File: src/sv/stu_pkg.sv
package stu_pkg;

   localparam int FRAC_BITS     = 16;
   localparam int RECIP_BITS    = 24;
   localparam int RECIP_W       = 22;
   localparam int ARG_W         = 21;
   localparam int SUM_W         = 32;
   localparam int IDX_W         = 6;
   localparam int SQ_W          = 25;
   localparam int MAG_W         = 37;
   localparam int MAX_TERMS_DEF = 64;

   // one item in flight between term stages
   typedef struct packed {
      logic                    neg;
      logic [IDX_W-1:0]        last;
      logic [SQ_W-1:0]         sq;
      logic [MAG_W-1:0]        mag;
      logic signed [SUM_W-1:0] sum;
   } stu_item_type;

endpackage

File: src/sv/stu_term.sv
module stu_term #(
   parameter int K = 0
) (
   input  logic                  clock,
   input  logic                  reset,
   input  logic                  advance,
   input  logic                  in_valid,
   input  stu_pkg::stu_item_type in_item,
   output logic                  out_valid,
   output stu_pkg::stu_item_type out_item
);
   import stu_pkg::*;

   localparam int unsigned DENOM = (2 * K + 2) * (2 * K + 3);
   localparam int unsigned RECIP_VAL = ((1 << RECIP_BITS) + DENOM / 2) / DENOM;
   localparam logic [RECIP_W-1:0] RECIP = RECIP_W'(RECIP_VAL);
   localparam logic ODD_TERM = ((K + 1) % 2) == 1;

   logic          a_valid_ff, b_valid_ff, c_valid_ff;
   stu_item_type  a_item_ff, b_item_ff, c_item_ff;
   logic [39:0]   a_lo_ff, a_lo_in;
   logic [40:0]   a_hi_ff, a_hi_in;
   logic [35:0]   b_m_ff, b_m_in;
   logic [42:0]   c_lo_ff, c_lo_in, c_hi_ff, c_hi_in;
   logic [58:0]   p_sum;
   logic [60:0]   q_sum;
   logic [MAG_W-1:0] next_mag;
   logic          active, term_neg;
   logic signed [39:0] s_wide;
   stu_item_type  d_item_in;

   // stage a: magnitude times reciprocal, two partial products
   always_comb begin
      a_lo_in = 40'(in_item.mag[17:0]) * 40'(RECIP);
      a_hi_in = 41'(in_item.mag[MAG_W-1:18]) * 41'(RECIP);
   end

   // stage b: combine and round
   always_comb begin
      p_sum  = (59'(a_hi_ff) << 18) + 59'(a_lo_ff) + (59'(1) << (RECIP_BITS - 1));
      b_m_in = 36'(p_sum >> RECIP_BITS);
   end

   // stage c: times x squared, two partial products
   always_comb begin
      c_lo_in = 43'(b_m_ff[17:0]) * 43'(b_item_ff.sq);
      c_hi_in = 43'(b_m_ff[35:18]) * 43'(b_item_ff.sq);
   end

   // stage d: round, signed add with clamp, pass through when past the last term
   always_comb begin
      q_sum    = (61'(c_hi_ff) << 18) + 61'(c_lo_ff) + (61'(1) << (FRAC_BITS - 1));
      next_mag = MAG_W'(q_sum >> FRAC_BITS);
      active   = c_item_ff.last > IDX_W'(K);
      term_neg = c_item_ff.neg ^ ODD_TERM;
      s_wide   = term_neg ? 40'(c_item_ff.sum) - $signed({3'b000, next_mag})
                          : 40'(c_item_ff.sum) + $signed({3'b000, next_mag});
      d_item_in = c_item_ff;
      if (active) begin
         d_item_in.mag = next_mag;
         if (s_wide > 40'sd2147483647) begin
            d_item_in.sum = 32'sh7fffffff;
         end else if (s_wide < -40'sd2147483648) begin
            d_item_in.sum = 32'sh80000000;
         end else begin
            d_item_in.sum = SUM_W'(s_wide);
         end
      end
   end

   always_ff @(posedge clock) begin
      if (reset) begin
         a_valid_ff <= 1'b0;
         b_valid_ff <= 1'b0;
         c_valid_ff <= 1'b0;
         out_valid  <= 1'b0;
      end else if (advance) begin
         a_valid_ff <= in_valid;
         b_valid_ff <= a_valid_ff;
         c_valid_ff <= b_valid_ff;
         out_valid  <= c_valid_ff;
      end
   end

   always_ff @(posedge clock) begin
      if (advance) begin
         a_item_ff <= in_item;
         a_lo_ff   <= a_lo_in;
         a_hi_ff   <= a_hi_in;
         b_item_ff <= a_item_ff;
         b_m_ff    <= b_m_in;
         c_item_ff <= b_item_ff;
         c_lo_ff   <= c_lo_in;
         c_hi_ff   <= c_hi_in;
         out_item  <= d_item_in;
      end
   end

`ifndef ASSERT_OFF
   a_idle_pass: assert property (@(posedge clock) disable iff (reset)
      advance && c_valid_ff && !active |=> out_item.sum == $past(c_item_ff.sum))
      else $error("sum changed past the last term");
   a_stall_hold: assert property (@(posedge clock) disable iff (reset)
      !advance |=> $stable(out_item) && $stable(out_valid))
      else $error("term output moved during stall");
   a_reset_clear: assert property (@(posedge clock)
      reset |=> !a_valid_ff && !out_valid)
      else $error("valid survived reset");
`endif

endmodule
File: config.mk
export PLATFORM = sky130hd
export DESIGN_NAME = stu_term
export DESIGN_NICKNAME = d
export VERILOG_FILES = /design/src/sv/stu_pkg.sv /design/src/sv/stu_term.sv
export SDC_FILE = /design/constraint.sdc
export NUM_CORES = 2
export LEC_CHECK = 0
export BUFFER_PORTS_ARGS = -buffer_cell sky130_fd_sc_hd__buf_2
export CORE_MARGIN = 4
export CORE_UTILIZATION = 55
export CTS_CLUSTER_SIZE = 20
export DETAILED_ROUTE_END_ITERATION = 10
export PLACE_DENSITY = 0.83
export SYNTH_ARGS = -nofsm -noshare
export SYNTH_HDL_FRONTEND = slang
export SYNTH_SLANG_ARGS = --single-unit
File: constraint.sdc
create_clock -name clock -period 9.18 [get_ports clock]
set_input_delay 0.918 -clock clock [delete_from_list [all_inputs] [get_ports clock]]
set_output_delay 0.918 -clock clock [all_outputs]
set_load 0.1 [all_outputs]
==> metrics <==
status completed; worst reg2reg startpoint b_item_ff[74]; RSZ-0062 raised after global routing no; final period utilization 87.1%; clock tree from TritonCTS yes; Post-CTS Setup Repair Bufs 0; required time of the critical path 9.59 ns; fmax 125 MHz; total CTS buffers between 60 and 70; Least-Margin Pin Slew 1.23 ns; Slew HR 18.2%; Final Skew 0.0472 ns; WL/cell 20.6 um; post_cts resized 0; R2R cell count 23; overall routing resource usage between 20% and 30%; Post-synth top flop edfxtp_1; Core Region about 110,000 um^2; worst r2r dst c_lo_ff[42]; Die H 338 um; share of cells above drive strength 1 between 7 and 8%; vias per cell 5.66; CTS max path bufs 3; Syn Nets 7,216; worst-skew pair later-pin latency between 0.6 and 0.7 ns; 1st-pass router iterations 6; Root Driver clkbuf_16; die width 338 um; Hold/Removal Path Class flop to flop; clk slew on worst S/H paths 0.07 ns; Startpoint Class flop; number of synthesized flops with an enable pin 564; First DRT Iteration DRCs 3,004; Area Growth Syn to Fin 7.68%; Yosys warning count 0; Initial Utilization 55.7%; vias in the first global route 43,800; mean cell area of the mapped netlist 10.6 um^2; Setup crit end c_lo_ff[42]; initial antenna violation count 8; max cap viols 0; Final Hold Vio Count 0; fin crit period 7.99 ns; commonest non-fill, non-tap cell in the layout inv_1; largest net degree at the start of global routing 160; IO Pins 207; Antenna Nets Post-Route 0; gr ovfl total 0; clk sink count 568; final net count 7,322; setup TNS 0 ns; port buffer count 206; area of the mapped netlist 60,000 um^2; htree depth 3; synthesized flop and latch total 568; synth unique cells between 100 and 150; total wire length 148 mm; Final setup viols 0; Final Max Tran Viols 0; worst-path maximum fanout 19; die area 114,000 um^2; routed vias 40,800; sequential share of the synthesized area 28.4%; Rows 120; CP Capture Type flop; Filler Cell Count 8,267; drt drc 0; Hold-fix buffers, CTS 0; worst setup path class flop to flop; first-pass GRT wire length 236 mm; commonest non-fill, non-tap cells in the layout inv_1 (1,102), fa_1 (900), nand2_1 (745); async set or reset register ratio after synthesis 0%; flop2flop setup slack about 1.2 ns; worst path arrival time 8.40 ns; Critical Path Start b_item_ff[74]; Cells after Synth 5,642; DP HPWL 116 mm; gp weighted congestion 0.931
kinds of logic (layout without fill, tap and decap cells):
logic type / Yosys count / after routing / synth area share (%)
XOR/XNOR: 240 / 240 / 3.58
multiplexers: 7 / 7 / 0.119
flip-flops: 568 / 568 / 28.4
adder cells (fa/ha/maj): 1469 / 1469 / 41.9
AND/OR/NAND/NOR: 1444 / 1444 / 11.0
buffers and inverters: 1321 / 1477 / 8.37
other: 0 / 2 / 0
AO/OA/AOI/OAI: 593 / 593 / 6.66
cell usage after synthesis (18+ instances only):
cell      count  area, um^2
edfxtp_1    564       16900
nor3_1       52         260
nand4_1      22         138
inv_1      1102        4140
nor2b_1      31         194
xor2_1       72         631
and3_1       30         188
fa_1        900       18000
a21o_1       74         556
o21a_1       42         315
nand2_1     745        2800
nand3_1      39         195
a211oi_1     18         135
and2_1      242        1510
a21oi_1     172         861
a31oi_1      25         156
xnor2_1     163        1430
clkbuf_1    202         758
nor2_1      207         777
ha_1        569        7120
o21ai_0     104         521
nand2b_1     19         119
o22ai_1      23         144
layout make-up:
cell class                      count  area (um^2)  area share [%]
Antenna cell                        2         5.00         0.00775
Clock buffer                       73         1680            2.60
Clock inverter                     45          589           0.912
Inverter                         1102         4140            6.40
Multi-Input combinational cell   3753        38000            58.8
Sequential cell                   568        17000            26.3
Tap cell                         1403         1760            2.72
Timing Repair Buffer              257         1450            2.24
metrics by stage:
step / hold WS [ns] / setup WS (ns) / utilization (%) / std cells / cell area, um^2
5_1_grt: 0.390 / 0.903 / 60.0 / 7203 / 64600
6_report: 0.403 / 1.19 / 60.0 / 7203 / 64600
2_1_floorplan: 0.400 / 2.12 / - / 5642 / 60000
4_1_cts: 0.381 / 1.29 / 60.0 / 7201 / 64600
3_5_place_dp: 0.405 / 1.39 / 57.9 / 7083 / 62300
3_3_place_gp: 0.401 / 1.59 / 57.9 / 7083 / 62300
worst min-delay path by stage:
stage	startpoint	endpoint	slack, ns	cells after the start
6_report	a_item_ff[35]	b_item_ff[35]	0.40	0
3_3_place_gp	a_item_ff[37]	b_item_ff[37]	0.40	0
2_1_floorplan	a_item_ff[0]	b_item_ff[0]	0.40	0
4_1_cts	in_item[96]	a_item_ff[96]	0.38	1
3_5_place_dp	a_item_ff[46]	b_item_ff[46]	0.40	0
5_1_grt	in_item[17]	a_item_ff[17]	0.39	1
layer usage:
layer | GRT usage, % | part of all wire [%]
met1 | 33.2 | 39
met2 | 44.0 | 48
met3 | 5.01 | 8.3
met4 | 11.2 | 4.6
met5 | 0 | 0.021
flip-flops by register name (all words and copies together) (netlist names), 22 cells and up:
name / count
a_item_ff: 101
b_item_ff: 101
c_item_ff: 101
out_item: 101
a_hi_ff: 40
b_m_ff: 35
c_hi_ff: 35
c_lo_ff: 28
a_lo_ff: 22
critical path: stages, from the launching register on:
cell      delay, ns
edfxtp_1       1.07
nand2_1        0.21
fa_1           0.59
inv_1          0.06
fa_1           0.56
inv_1          0.06
fa_1           0.47
fa_1           0.50
inv_1          0.06
fa_1           0.51
fa_1           0.46
ha_1           0.33
a21o_1         0.18
a21o_1         0.20
or3_1          0.35
a211oi_1       0.28
nor2_1         0.17
o311a_1        0.42
a32o_1         0.30
o211ai_1       0.22
a21boi_1       0.13
o21a_1         0.24
o41ai_2        0.26
xnor2_1        0.10
Power is not shown: default switching activity piles up to over one toggle a cycle in this logic, so the estimate is an artifact.
