**src/sv/stu_pkg.sv**
```systemverilog
package stu_pkg;

   localparam int FRAC_BITS     = 16;
   localparam int RECIP_BITS    = 24;
   localparam int RECIP_W       = 22;
   localparam int ARG_W         = 21;
   localparam int SUM_W         = 32;
   localparam int IDX_W         = 6;
   localparam int SQ_W          = 25;
   localparam int MAG_W         = 37;
   localparam int MAX_TERMS_DEF = 64;

   // one item in flight between term stages
   typedef struct packed {
      logic                    neg;
      logic [IDX_W-1:0]        last;
      logic [SQ_W-1:0]         sq;
      logic [MAG_W-1:0]        mag;
      logic signed [SUM_W-1:0] sum;
   } stu_item_type;

endpackage

```
**src/sv/stu_front.sv**
```systemverilog
module stu_front #(
   parameter int MAX_TERMS = stu_pkg::MAX_TERMS_DEF
) (
   input  logic                               clock,
   input  logic                               reset,
   input  logic                               advance,
   input  logic                               in_valid,
   input  logic signed [stu_pkg::ARG_W-1:0]   in_argument,
   input  logic [stu_pkg::IDX_W-1:0]          in_last,
   output logic                               out_valid,
   output stu_pkg::stu_item_type              out_item
);
   import stu_pkg::*;

   localparam logic [IDX_W-1:0] LAST_MAX = IDX_W'(MAX_TERMS - 1);

   logic                 a_valid_ff, a_valid_in;
   logic                 a_neg_ff, a_neg_in;
   logic [ARG_W-1:0]     a_mag_ff, a_mag_in;
   logic [IDX_W-1:0]     a_last_ff, a_last_in;
   logic [2*ARG_W-1:0]   square;
   stu_item_type         b_item_in;

   // stage a: magnitude and sign, clamp of the term count
   always_comb begin
      a_valid_in = in_valid;
      a_neg_in   = in_argument[ARG_W-1];
      a_mag_in   = a_neg_in ? ARG_W'(-in_argument) : ARG_W'(in_argument);
      a_last_in  = (in_last > LAST_MAX) ? LAST_MAX : in_last;
   end

   // stage b: rounded square, first term
   always_comb begin
      square         = 42'(a_mag_ff) * 42'(a_mag_ff);
      b_item_in.neg  = a_neg_ff;
      b_item_in.last = a_last_ff;
      b_item_in.sq   = SQ_W'((square + (42'(1) << (FRAC_BITS - 1))) >> FRAC_BITS);
      b_item_in.mag  = MAG_W'(a_mag_ff);
      b_item_in.sum  = a_neg_ff ? -SUM_W'(a_mag_ff) : SUM_W'(a_mag_ff);
   end

   always_ff @(posedge clock) begin
      if (reset) begin
         a_valid_ff <= 1'b0;
         out_valid  <= 1'b0;
      end else if (advance) begin
         a_valid_ff <= a_valid_in;
         out_valid  <= a_valid_ff;
      end
   end

   always_ff @(posedge clock) begin
      if (advance) begin
         a_neg_ff  <= a_neg_in;
         a_mag_ff  <= a_mag_in;
         a_last_ff <= a_last_in;
         out_item  <= b_item_in;
      end
   end

endmodule

```
**config.mk**
```make
export PLATFORM = sky130hd
export DESIGN_NAME = stu_front
export DESIGN_NICKNAME = d
export VERILOG_FILES = /design/src/sv/stu_pkg.sv /design/src/sv/stu_front.sv
export SDC_FILE = /design/constraint.sdc
export NUM_CORES = 1
export LEC_CHECK = 0
export BUFFER_PORTS_ARGS = -buffer_cell sky130_fd_sc_hd__buf_2
export CORE_MARGIN = 2
export CORE_UTILIZATION = 55
export CTS_BUF_LIST = sky130_fd_sc_hd__clkbuf_4 sky130_fd_sc_hd__clkbuf_8
export DETAILED_ROUTE_END_ITERATION = 10
export GPL_TIMING_DRIVEN = 0
export PLACE_DENSITY_LB_ADDON = 0.1
export SLEW_MARGIN = 20
export SYNTH_ARGS = -nofsm -noshare
export SYNTH_HDL_FRONTEND = slang
export SYNTH_SLANG_ARGS = --single-unit
```
**constraint.sdc**
```tcl
create_clock -name clock -period 6.8 [get_ports clock]
set_clock_uncertainty 0.1 [all_clocks]
set_input_delay 0.68 -clock clock [delete_from_list [all_inputs] [get_ports clock]]
set_output_delay 0.68 -clock clock [all_outputs]
set_load 0.02 [all_outputs]
```
==> summary.md, run 1 <==
| Metric | Value |
|---|---|
| Yosys reg bits | about 110 |
| Slew HR | a little over half |
| Nets | approximately 2.4k |
| Vias in the first global route | ~13k |
| First-pass GRT wire length | approximately 70000 um |
| Hold Crit Depth | 1 |
| Setup slack, reg-to-reg | -0.25 ns |
| TritonCTS clock tree | done |
| Failing checks | negative setup slack |
| Setup violations, final | 12 |
| Seq/Total Area, Yosys | between 15 and 20% |
| Setup crit start kind | flop |
| DR pass1 iterations | 5 |
| Global routing's busiest layer | met2 |
| CP Capture Type | flop |
| Mapped cell area | ~17000 um2 |
| Worst-path clk slew | 0.09 ns |
| Met3 usage | between 2 and 3% |
| Fmax | 142 MHz |
| Synth Flop Type | edfxtp_1 |
| Placement Cell Area | about 18000 um2 |
| Worst reg2reg path depth | 27 |
| CTS H-tree depth | 4 |
| Hold Path End | a_last_ff[3]$_SDFFCE_PN1P_ |
| Fin area | 20100 um2 |
| Max FO, Critical Path | 5 |
| Cell taking the most area after synthesis | fa_1 |
| Hold Violations, Final | 0 |
| Die H | 181 um |
| Sink Count | around 110 |
| CTS Buffer Depth | 2 |
| Drt drc | 0 |
| Data required, critical path | 6.93 ns |
| GRT Total Usage | 27.9% |
| Outcome | finished with violations |
| # Max-Cap Violations | 0 |
| Final antenna-violating net count | 0 |
| Filler Cells Inserted | 2506 |
| Crit share post-route | 104% |
| Final WS setup | -0.253 ns |
| Placeable Area | roughly 31000 um2 |
| Largest net degree at the start of global routing | 81 |
| Non-Filler Instances | 2305 |
| Dpl cells | between 2k and 2.5k |
| Commonest cells after routing, fill and taps aside | inv_1 (420), fa_1 (310), ha_1 (153), nand2_1 (117), buf_2 (113) |
| R2r startpoint | a_mag_ff[8]$_DFFE_PP_ |
| RSZ-0062 raised after global routing | yes |
| Final setup TNS | -1.08 ns |
| Distinct cells, synth | between 60 and 70 |
| GPL Wtd Cong | 0.922 |
| Final wirelength | around 43000 um |
| Initial drt markers | around 710 |
| IO Pins | 133 |
| Worst EP arrival | about 7.2 ns |
| Hpwl dp | between 30000 and 40000 um |
| Crit path kind | flop to flop |
| Root Driver | clkbuf_8 |
| Layout area overhead | 17.2% |
| Clk_lat worst skew | 0.47 ns |
| Final hold slack | between 0.2 and 0.3 ns |
| EDFF count, synth | 112 |
| DIE AREA | approximately 33000 um2 |
| Cts hold-fix bufs | 0 |
| Leading post-synthesis cells by cell area | fa_1 (37%), edfxtp_1 (20%), ha_1 (12%), inv_1 (9.3%), and2_1 (3.6%) |
| # port buffers | 110 |
| Vias | 12.1k |
| Worst slew pin tran | between 0.7 and 0.8 ns |
| Share of cells above drive strength 1 | between 20% and 30% |
| Async SR Flop Fraction | 0% |
| Max-slew violation count | 0 |
| Die W | around 180 um |
| Mapped Cells | roughly 1.7k |
| Global route overflow | 0 |
| Global Route met1 Usage | about a third |
| Routed WL per cell | between 15 and 20 um |
| Via/cell ratio | about 5.2 |
| Hold Startpoint | in_last[3] |
| Post-layout min period | around 7 ns |
| CTS Buf Count | 17 |
| R2R Path End | out_item[90]$_DFFE_PP_ |
| Ys Warns | 0 |
| FP Rows | 64 |
| Hold Crit Class | primary input to flop |
| Share of the synthesized area in the top cell type | 37.0% |
| N_diodes | 0 |
| Routing usage on met2 | around half |
| Avg Cell Area, Syn | about 10 um2 |
| Initial Util | between 50% and 60% |
| Commonest non-fill, non-tap cell in the layout | inv_1 |
| Initial antenna violation count | 0 |
## flip-flops by register name, indices dropped and copies added (netlist names)
name and count:
a_valid_ff 1, out_item 84, out_valid 1, a_last_ff 6, a_mag_ff 21, a_neg_ff 1
## worst max-delay path, stage by stage, from the launching register on
cell and delay, ns:
edfxtp_1 0.50, clkbuf_8 0.21, and2_4 0.15, inv_2 0.04, fa_1 0.52, inv_1 0.05
fa_1 0.47, inv_1 0.05, fa_1 0.48, inv_1 0.05, fa_1 0.47, inv_1 0.05
fa_1 0.49, inv_2 0.05, fa_1 0.50, inv_1 0.05, fa_1 0.49, inv_2 0.05
ha_4 0.22, a21oi_2 0.13, o211ai_1 0.09, buf_4 0.17, a21boi_4 0.18, a21boi_4 0.10
o31a_1 0.38, o32a_1 0.41, a221oi_2 0.27, xnor2_1 0.09
## per-stage QoR
step / util (%) / worst slack, ns
finish: 65.6 / -0.253
CTS: 64.2 / -0.249
detailed placement: 59.7 / -1.45
global route: 65.6 / -0.440
global placement: 59.6 / -1.36
floorplan: - / 0.00674
## cells in the mapped netlist, drive strengths merged, types with 7 or more instances
cell type  count
edfxtp       112
nor3          10
o21ai         29
nand3         10
nor2          49
nor2b          8
a21o          16
o31ai         12
o31a          13
clkbuf        64
and2          99
xor2          15
inv          431
nand2        128
ha           167
nand4          7
xnor2         57
buf           21
a21oi         30
fa           317
## what timing repair did
item | 4_1_cts | 5_1_grt
pin swaps | 28 | 42
buffers inserted | 60 | 30
gates resized for setup | 146 | 59
cloned | 0 | 1
setup endpoints to repair | 25 | 21
## metal layers
metal,vias to the layer above,part of all wire [%]
met2,326,53
met1,6102,38
met4,0,4.5
li1,5522,-
met5,-,0
met3,113,4.3
## cells by family after synthesis
| family | Yosys count | synth area share (%) |
|---|---|---|
| buffers and inverters | 518 | 11.7 |
| adders and majority gates | 484 | 49.1 |
| and+or+nand+nor | 340 | 9.86 |
| AOI/OAI and AO/OA | 137 | 5.57 |
| DFF | 114 | 19.8 |
| xor gates and xnor gates | 72 | 3.67 |
| muxes | 3 | 0.182 |
| other | 1 | 0.0218 |
## worst max path at each step
stage / depth (start not counted) / to / slack, ns / start
finish: 27 / out_item[90]$_DFFE_PP_ / -0.25 / a_mag_ff[8]$_DFFE_PP_
global route: 27 / out_item[90]$_DFFE_PP_ / -0.44 / a_mag_ff[8]$_DFFE_PP_
CTS: 26 / out_item[90]$_DFFE_PP_ / -0.25 / a_mag_ff[8]$_DFFE_PP_
detailed placement: 25 / out_item[93]$_DFFE_PP_ / -1.45 / a_mag_ff[12]$_DFFE_PP_
global placement: 25 / out_item[93]$_DFFE_PP_ / -1.36 / a_mag_ff[12]$_DFFE_PP_
floorplan: 26 / out_item[90]$_DFFE_PP_ / 0.007 / a_mag_ff[4]$_DFFE_PP_
## cell type report
class	count	area, um2	area share [%]
multi-input cells	1052	12300	61.0
repair buffers	201	1310	6.52
inverters	433	1640	8.14
clock inverters	15	160	0.796
clock buffers	17	234	1.16
flip-flops and latches	114	3400	16.9
well taps	396	495	2.46
plain buffers	77	614	3.05
Power of run 1 is not shown: default switching activity piles up to over one toggle a cycle in this logic, so the estimate is an artifact.
==> run 2: changes to the inputs <==
--- a/config.mk
+++ b/config.mk
@@ -9,10 +9,10 @@
 export CORE_MARGIN = 2
 export CORE_UTILIZATION = 55
 export CTS_BUF_LIST = sky130_fd_sc_hd__clkbuf_4 sky130_fd_sc_hd__clkbuf_8
+export CTS_CLUSTER_DIAMETER = 30
 export DETAILED_ROUTE_END_ITERATION = 10
 export GPL_TIMING_DRIVEN = 0
 export PLACE_DENSITY_LB_ADDON = 0.1
-export SLEW_MARGIN = 20
 export SYNTH_ARGS = -nofsm -noshare
 export SYNTH_HDL_FRONTEND = slang
 export SYNTH_SLANG_ARGS = --single-unit
==> constraint.sdc (replaced) <==
create_clock -name clock -period 8.1 [get_ports clock]
set_clock_uncertainty 0.1 [all_clocks]
set_input_delay 0.81 -clock clock [delete_from_list [all_inputs] [get_ports clock]]
set_output_delay 0.81 -clock clock [all_outputs]
set_load 0.02 [all_outputs]
==> run 2 against run 1 <==
Against the previous run:
- the run now ends clean
- routed wire length down 4.8%
- cell count down 3.6%
- largest cell class unchanged
- via count down 2.1%
- die area unchanged
- count of clock-buffer cells in the layout unchanged
==> summary.md, run 2 (same netlist as run 1, synthesis figures left out) <==
| Metric | Value |
|---|---|
| Outcome | completed |
| GRT Total Usage | 26.8% (-1.1 points) |
| Hold Crit Class | flop to flop |
| Worst EP arrival | 7.95 ns (+0.77 ns) |
| TritonCTS clock tree | done |
| Max-slew violation count | 0 (unchanged) |
| Setup violations, final | 0 (-12) |
| Hold Crit Depth | 0 (-1) |
| Sink Count | 114 (unchanged) |
| GPL Wtd Cong | 0.920 (-0.23%) |
| Commonest cells after routing, fill and taps aside | inv_1 (427), fa_1 (317), ha_1 (167), nand2_1 (128), buf_2 (114) |
| Slew HR | 52.5% (+0.29 points) |
| Nets | 2327 (-3.5%) |
| Final design utilization | 60.9% (-4.7 points) |
| # Max-Cap Violations | 0 (unchanged) |
| Crit path kind | flop to flop |
| Routed met3 length | 1950 um (+5.0%) |
| DR top layer | met4 |
| Place WS | -0.354 ns (+1.10 ns) |
| Final antenna-violating net count | 0 (unchanged) |
| Hpwl dp | 33600 um (-0.16%) |
| Hold Violations, Final | 0 (unchanged) |
| Drt drc | 0 (unchanged) |
| Largest Register | out_item |
| Initial drt markers | 809 (+14%) |
| Crit share post-route | 96.6% (-7.1 points) |
| Final WS setup | 0.277 ns (+0.530 ns) |
| CTS resizes | 7 (-95%) |
| DIE AREA | 32600 um2 (unchanged) |
| # Post-CTS Setup Buffers | 0 (-100%) |
| CP Capture Type | flop |
| Dpl cells | 2191 (unchanged) |
| Non-Filler Instances | 2221 (-3.6%) |
| N_diodes | 0 (unchanged) |
| Share of cells above drive strength 1 | 11.0% (-9.1 points) |
| Cts hold-fix bufs | 0 (unchanged) |
| Setup crit start kind | flop |
| CTS Buffer Depth | 2 (unchanged) |
| Routed length on met1 | 15300 um (-6.8%) |
| Die H | 181 um (unchanged) |
| Via/cell ratio | 5.32 (+1.6%) |
| R2r startpoint | a_mag_ff[14]$_DFFE_PP_ |
| Worst slew pin tran | 0.713 ns (-0.00435 ns) |
| Hold Path End | out_item[99]$_DFFE_PP_ |
| Commonest non-fill, non-tap cell in the layout | inv_1 |
| CTS H-tree depth | 4 (unchanged) |
| Placeable Area | 30700 um2 (unchanged) |
| R2R Path End | out_item[92]$_DFFE_PP_ |
| Data required, critical path | 8.23 ns (+1.30 ns) |
| Worst-path clk slew | 0.08 ns (about the same) |
| Worst reg2reg path depth | 23 (-15%) |
| Largest net degree at the start of global routing | 77 (-4.9%) |
| Die W | 181 um (unchanged) |
| CTS Buf Count | 17 (unchanged) |
| IO Pins | 133 (unchanged) |
| Final wirelength | 40700 um (-4.8%) |
| Root Driver | clkbuf_8 |
| Vias in the first global route | 13.1k (-2.5%) |
| Max reg flops | 84 (unchanged) |
| Global route overflow | 0 (unchanged) |
| Setup slack, reg-to-reg | 0.28 ns (+0.53 ns) |
| Initial antenna violation count | 0 (unchanged) |
| Initial Util | 56.0% (unchanged) |
| # port buffers | 110 (unchanged) |
| FP Rows | 64 (unchanged) |
| DR pass1 iterations | 5 (unchanged) |
| Post-layout min period | 7.82 ns (+0.770 ns) |
| Routed WL per cell | 18.3 um (-1.1%) |
| Clk_lat worst skew | 0.48 ns (about the same) |
| Met2 wire length | 21700 um (-4.1%) |
| Vias | 11.8k (-2.1%) |
| Largest regs | out_item (84), a_mag_ff (21), a_last_ff (6) |
| First-pass GRT wire length | 67100 um (-4.3%) |
| Hold Startpoint | a_last_ff[5]$_SDFFCE_PN1P_ |
| RSZ-0062 raised after global routing | no |
| Final setup TNS | 0 ns (+1.08 ns) |
| Layout area overhead | 8.75% |
| Max FO, Critical Path | 10 (+5) |
| Fmax | 128 MHz (-9.8%) |
==> run 2: changes by cell type in the layout (fill, tap and decap cells not counted), sizes merged <==
cell	change
clkinvlp	-1
clkbuf	+13
bufinv	-1
clkinv	+6
inv	-4
buf	-97
==> run 2: critical path, cell delays in order, from the launching register on <==
cell and delay (ns):
edfxtp_1 0.68, clkbuf_1 0.52, nand2_1 0.21, fa_1 0.53, inv_1 0.05, fa_1 0.49
inv_1 0.05, fa_1 0.53, inv_1 0.05, fa_1 0.48, fa_1 0.50, fa_1 0.49
inv_1 0.05, fa_1 0.47, inv_1 0.04, ha_1 0.29, nand2_1 0.15, nor3_1 0.36
o31ai_4 0.19, a21boi_2 0.30, nor3_1 0.16, o31ai_2 0.45, a41oi_1 0.24, xnor2_1 0.17
==> run 2: cell type report <==
class                           instances  area [um2]
Tap cell                              396         495
Sequential cell                       114        3400
Timing Repair Buffer                  111         581
Multi-Input combinational cell       1052       11800
Clock buffer                           17         234
Fill cell                            2656       12000
Inverter                              433        1630
Buffer                                 83         399
Clock inverter                         15         108
==> run 2: per-stage QoR <==
step	hold WS [ns]	cell area, um2
after floorplan	0.300	17200
after global placement	0.300	18300
after detailed placement	0.305	18300
after CTS	0.324	18700
after global routing	0.328	18700
final	0.324	18700
==> run 2: routing by layer <==
| metal | global-route usage, % | vias to the layer above |
|---|---|---|
| met1 | 32.1 | 6008 |
| met3 | 2.77 | 100 |
| met2 | 48.2 | 346 |
| li1 | - | 5356 |
| met5 | 0 | - |
| met4 | 13.0 | 0 |
==> run 2: worst max path at each step <==
stage / slack (ns) / from / cells past startpoint / end
floorplan: 1.03 / a_mag_ff[4]$_DFFE_PP_ / 26 / out_item[90]$_DFFE_PP_
global placement: -0.37 / a_mag_ff[4]$_DFFE_PP_ / 25 / out_item[93]$_DFFE_PP_
detailed placement: -0.35 / a_mag_ff[4]$_DFFE_PP_ / 25 / out_item[93]$_DFFE_PP_
CTS: 0.04 / a_mag_ff[12]$_DFFE_PP_ / 25 / out_item[93]$_DFFE_PP_
global route: 0.002 / a_mag_ff[4]$_DFFE_PP_ / 26 / out_item[90]$_DFFE_PP_
finish: 0.28 / a_mag_ff[14]$_DFFE_PP_ / 23 / out_item[92]$_DFFE_PP_
Power of run 2 is left out for the same reason.
